--- src/rtl/core/max_gap_after_cut_insertion_defines.svh ---
// ----------------------------------------------------------------------------
// Assertion macros for the largest gap after cut insertion block.
// Each macro expands to one labeled concurrent assertion that reports by
// $error.
// ----------------------------------------------------------------------------
`ifndef MAX_GAP_AFTER_CUT_INSERTION_DEFINES_SVH
`define MAX_GAP_AFTER_CUT_INSERTION_DEFINES_SVH

// The expression holds at every clock edge outside reset.
`define MGCI_ASSERT_ALWAYS(lbl, clk, rst, expr, msg) \
   lbl: assert property (@(posedge clk) disable iff (rst) (expr)) else $error(msg);

// The consequent holds in the same cycle as the antecedent.
`define MGCI_ASSERT_IMPLY(lbl, clk, rst, ante, cons, msg) \
   lbl: assert property (@(posedge clk) disable iff (rst) (ante) |-> (cons)) \
      else $error(msg);

// The consequent holds in the cycle after the antecedent.
`define MGCI_ASSERT_NEXT(lbl, clk, rst, ante, cons, msg) \
   lbl: assert property (@(posedge clk) disable iff (rst) (ante) |=> (cons)) \
      else $error(msg);

`endif

--- src/rtl/core/mgci_pkg.sv ---
// ----------------------------------------------------------------------------
// mgci_pkg
// Shared constants, codes and types of the largest gap after cut insertion
// block.
// ----------------------------------------------------------------------------
`timescale 1ns / 1ps

package mgci_pkg;

   localparam int DATA_W     = 32;
   localparam int HALF_W     = DATA_W - 1;
   localparam int MAX_POINTS = 1024;
   localparam int CNT_W      = $clog2(MAX_POINTS + 1);
   localparam int IDX_W      = (MAX_POINTS > 1) ? $clog2(MAX_POINTS) : 1;

   localparam logic [1:0] STATUS_OK    = 2'd0;
   localparam logic [1:0] STATUS_RANGE = 2'd1;
   localparam logic [1:0] STATUS_FULL  = 2'd2;

   typedef enum logic [2:0] {
      ST_IDLE,
      ST_CHECK,
      ST_SCAN,
      ST_TAIL,
      ST_COMMIT,
      ST_DONE
   } state_type;

   // Control of the shared gap unit.
   typedef struct packed {
      logic              init;
      logic              feed;
      logic [DATA_W-1:0] value;
   } gap_ctl_type;

endpackage

--- src/rtl/core/mgci_gap_unit.sv ---
// ----------------------------------------------------------------------------
// mgci_gap_unit
// Shared subtract and compare unit. Points are fed in ascending order, one
// per cycle, and the unit keeps the largest distance between neighbors.
// ----------------------------------------------------------------------------
`timescale 1ns / 1ps

module mgci_gap_unit (
   input  logic                        clock,
   input  mgci_pkg::gap_ctl_type       ctl,
   output logic [mgci_pkg::DATA_W-1:0] best
);
   import mgci_pkg::*;

   logic [DATA_W-1:0] prev_ff;
   logic [DATA_W-1:0] prev_in;
   logic [DATA_W-1:0] best_ff;
   logic [DATA_W-1:0] best_in;
   logic [DATA_W-1:0] diff;

   assign diff = ctl.value - prev_ff;

   always_comb begin
      prev_in = prev_ff;
      best_in = best_ff;
      if (ctl.init) begin
         prev_in = '0;
         best_in = '0;
      end else if (ctl.feed) begin
         prev_in = ctl.value;
         if (diff > best_ff) begin
            best_in = diff;
         end
      end
   end

   always_ff @(posedge clock) begin
      prev_ff <= prev_in;
      best_ff <= best_in;
   end

   assign best = best_ff;

endmodule

--- config.mk ---
export PLATFORM = sky130hd
export DESIGN_NAME = mgci_gap_unit
export DESIGN_NICKNAME = d
export VERILOG_FILES = /design/src/rtl/core/max_gap_after_cut_insertion_defines.svh /design/src/rtl/core/mgci_pkg.sv /design/src/rtl/core/mgci_gap_unit.sv
export SDC_FILE = /design/constraint.sdc
export NUM_CORES = 1
export LEC_CHECK = 0
export BUFFER_PORTS_ARGS = -buffer_cell sky130_fd_sc_hd__buf_2
export CORE_UTILIZATION = 50
export CTS_CLUSTER_SIZE = 16
export DETAILED_ROUTE_END_ITERATION = 6
export GPL_ROUTABILITY_DRIVEN = 0
export GPL_TIMING_DRIVEN = 0
export HOLD_SLACK_MARGIN = 0.15
export PLACE_DENSITY = 0.84
export SYNTH_ARGS = -nofsm -noshare
export SYNTH_HDL_FRONTEND = slang
export SYNTH_SLANG_ARGS = --single-unit
--- constraint.sdc ---
create_clock -name clock -period 4.3 [get_ports clock]
set_input_delay 0.43 -clock clock [delete_from_list [all_inputs] [get_ports clock]]
set_output_delay 0.43 -clock clock [all_outputs]
set_load 0.01 [all_outputs]
==> impl_results.md <==
* Synth Area per Inst at around 8.4 sq um
* Core area at 0.00933 sq mm
* Failing checks: negative setup slack
* Top sig layer: met4
* Detailed-router iteration count before antenna repair at 6
* Post-synth cell types at just over 60
* Psw at a little over 1 mW
* Final Power at between 2 and 3 mW
* Drt drc at 0
* Diodes inserted at 0
* Max cap viols at 0
* Global-route wire length before repair at 21600 um
* Rows at 35
* Internal power at around 1.6 mW
* CTS Buf Count at 9
* Die area at between 0.01 and 0.015 sq mm
* Clock Sinks at 64
* Multi-input gate area at 0.00344 sq mm
* Syn. warnings at 0
* CP peak stage delay at 0.42 ns
* CP Capture Type: flop
* Leak pwr at between 2 and 3 nW
* Met3 wire len at 1200 um
* Share of the synthesized area in the top cell type at approximately a quarter
* Fin nets at roughly 790
* Status: finished, violations left
* Port Buffers at 64
* Max_slew headroom at a little over two fifths
* Combinational power share at slightly above 50%
* Fill count at between 600 and 700
* Initial antenna violation count at 0
* Synth async-reset ratio at 0%
* Initial core utilization at a little over half
* Top cells by area, synth: dfxtp_1, ha_1, mux2i_1
* H-tree levels at 3
* Most frequent cells in the layout: nor2_1, inv_1, buf_2
* Drt wl/cell at ~18 um
* Die Wd at around 100 um
* Pwr Density at between 400 and 500 mW/mm^2
* Cell count after synthesis at 580
* Sw Share at 39.4%
* PnR worst setup slack at -0.369 ns
* CTS tree: yes
* Worst vdd ir at 0.170 mV
* Met2 WL at just over 7000 um
* Worst skew pair latency at between 0.3 and 0.4 ns
* Vias per cell at 5.99
* Post-DP Area at about 0.0054 sq mm
* Fin crit period at between 4 and 5 ns
* Mapped cell area at 0.00486 sq mm
* Flop pwr share at ~28%
* Final Hold Viols at 0
* GR Util All Layers at a little over a quarter
* Cells along the critical path: ha_4 > inv_2 > fa_2 > a21oi_4 > o21bai_4 > o21ai_4 > a211oi_2 > o31a_2 > o21a_1 > a221o_2 > xor2_1 > ha_1 > nand4_1 > buf_4 > o21ai_2 > a21oi_2 > a21o_1 > buf_8 > or4_4 > o311ai_1
* Final Setup Violations at 32
* Hold Crit Class: input pin to flop
* Setup Skew at approximately 0.015 ns
* Req. time, crit path at ~4.6 ns
* Max Slew Vio Count at 0
* Critical path launch point type: flop
* RSZ-0062 raised after global routing: yes
* Area grow syn2layout at 26.5%
* Via count at ~4900
* Storage element area at 0.00129 sq mm
* Vias in the first global route at ~4700
* # hold bufs at CTS at 0
* Leading area contributor after synthesis: dfxtp_1
* Worst Hold Path Cells at 3
* Total gr overflow at 0
* Clk pwr share at a little over a fifth
* Detail Placement HPWL at roughly 9400 um
* Clock root cell: clkbuf_8
* Wire length on met1 at around 5700 um
* Largest fanout on the critical path at 8
* Crit path kind: flop to flop
* Seq/Total Area, Yosys at a little over a quarter
* Largest net degree at the start of global routing at 11
* Y dimension of the die at ~100 um
* Fraction of layout cells with a size suffix above 1 at 25.2%
* DR iter-0 viols at 369
* EDFF count, synth at 0
* Max Root-Sink Buffers at 2
* Peak Freq at approximately 210 MHz
* Syn Nets at 679
* Cells on worst reg2reg path at 20
* Least-Margin Pin Slew at 0.845 ns
* Routed Wire Length at ~15000 um
* Crit path arrival time at just under 5 ns
* ANT nets after route at 0
* Fin crit share at 109%
* Clk slew on worst S/H paths at approximately 0.080 ns
* Seq cells post-synth at 64
* Ports at 67
* Synth Flop Type: dfxtp_1
* Final instance area at around 0.006 sq mm
* Slowest CP cell: or4_4
worst max-delay path: cells and delay by family (launching register included):
kind,cells,cell delay [ns]
flip-flops,1,0.36
buffers and inverters,3,0.42
AO/OA/AOI/OAI,11,2.11
AND/OR/NAND/NOR,2,0.65
XOR/XNOR,1,0.15
adder cells (fa/ha/maj),3,0.87
cell usage after synthesis (4+ instances only):
cell type,number
dfxtp_1,64
a21oi_1,40
nor2b_1,6
and3_1,4
xor2_1,8
mux2i_1,53
o21ai_0,15
a211oi_1,5
xnor2_1,21
ha_1,63
o211ai_1,4
nor3_1,7
nor2_1,73
nand2_1,18
a21o_1,26
o21a_1,4
nand4_1,14
nand3_1,7
inv_1,71
clkbuf_1,14
routing by layer:
| layer | GRT usage (%) | vias to the layer above |
|---|---|---|
| met5 | 0 | - |
| met3 | 5.20 | 85 |
| li1 | - | 2253 |
| met1 | 30.8 | 2289 |
| met2 | 48.6 | 305 |
| met4 | 14.4 | 0 |
power by group through the flow:
| stage | registers (mW) | clock network (mW) | logic, mW |
|---|---|---|---|
| CTS | 0.727 | 0.541 | 1.14 |
| global placement | 0.737 | 0 | 0.910 |
| detailed placement | 0.740 | 0 | 0.965 |
| finish | 0.733 | 0.550 | 1.30 |
| floorplan | 0.755 | 0 | 0.678 |
| global route | 0.740 | 0.571 | 1.38 |
state kept, by name, summed over array words and instances, names as in the netlist:
register and count:
best 32, prev_ff 32
kinds of logic after synthesis:
kind of cell,after synthesis,share of synthesized area (%)
adder cells (fa/ha/maj),64,16.6
buffers and inverters,93,7.57
multiplexers,53,10.9
AO/OA/AOI/OAI,134,19.6
flip-flops,64,26.4
XOR/XNOR,29,5.23
AND/OR/NAND/NOR,143,13.7
stage by stage:
step	instances	worst slack (ns)	hold WS [ns]	setup TNS [ns]	util, %
2_1_floorplan	580	0.00496	0.460	0	-
3_3_place_gp	773	-0.862	0.473	-23.27	57.5
3_5_place_dp	773	-0.995	0.484	-26.40	57.5
4_1_cts	808	-0.177	0.327	-4.07	63.2
5_1_grt	824	-0.474	0.333	-13.21	65.9
6_report	824	-0.369	0.327	-9.67	65.9
worst paths after layout:
check,endpoint,slack [ns],from
min reg2reg,prev_ff[10],0.49,prev_ff[10]
min,prev_ff[27],0.33,ctl[27]
max,best[27],-0.37,prev_ff[0]
max reg2reg,best[27],-0.37,prev_ff[0]
area by class of cell:
class,instances,share of cell area (%)
Sequential cell,64,20.9
Clock inverter,3,0.651
Tap cell,129,2.62
Inverter,71,4.33
Buffer,20,2.08
Clock buffer,13,2.58
Timing Repair Buffer,101,10.8
Multi-Input combinational cell,423,56.0
repair_timing:
action,CTS,global route
endpoints found under the setup margin,32,32
pin swaps,21,30
buffers inserted,17,20
resized for setup,32,43
gates cloned,2,0
Note: power is estimated with default switching activity, not from simulation.
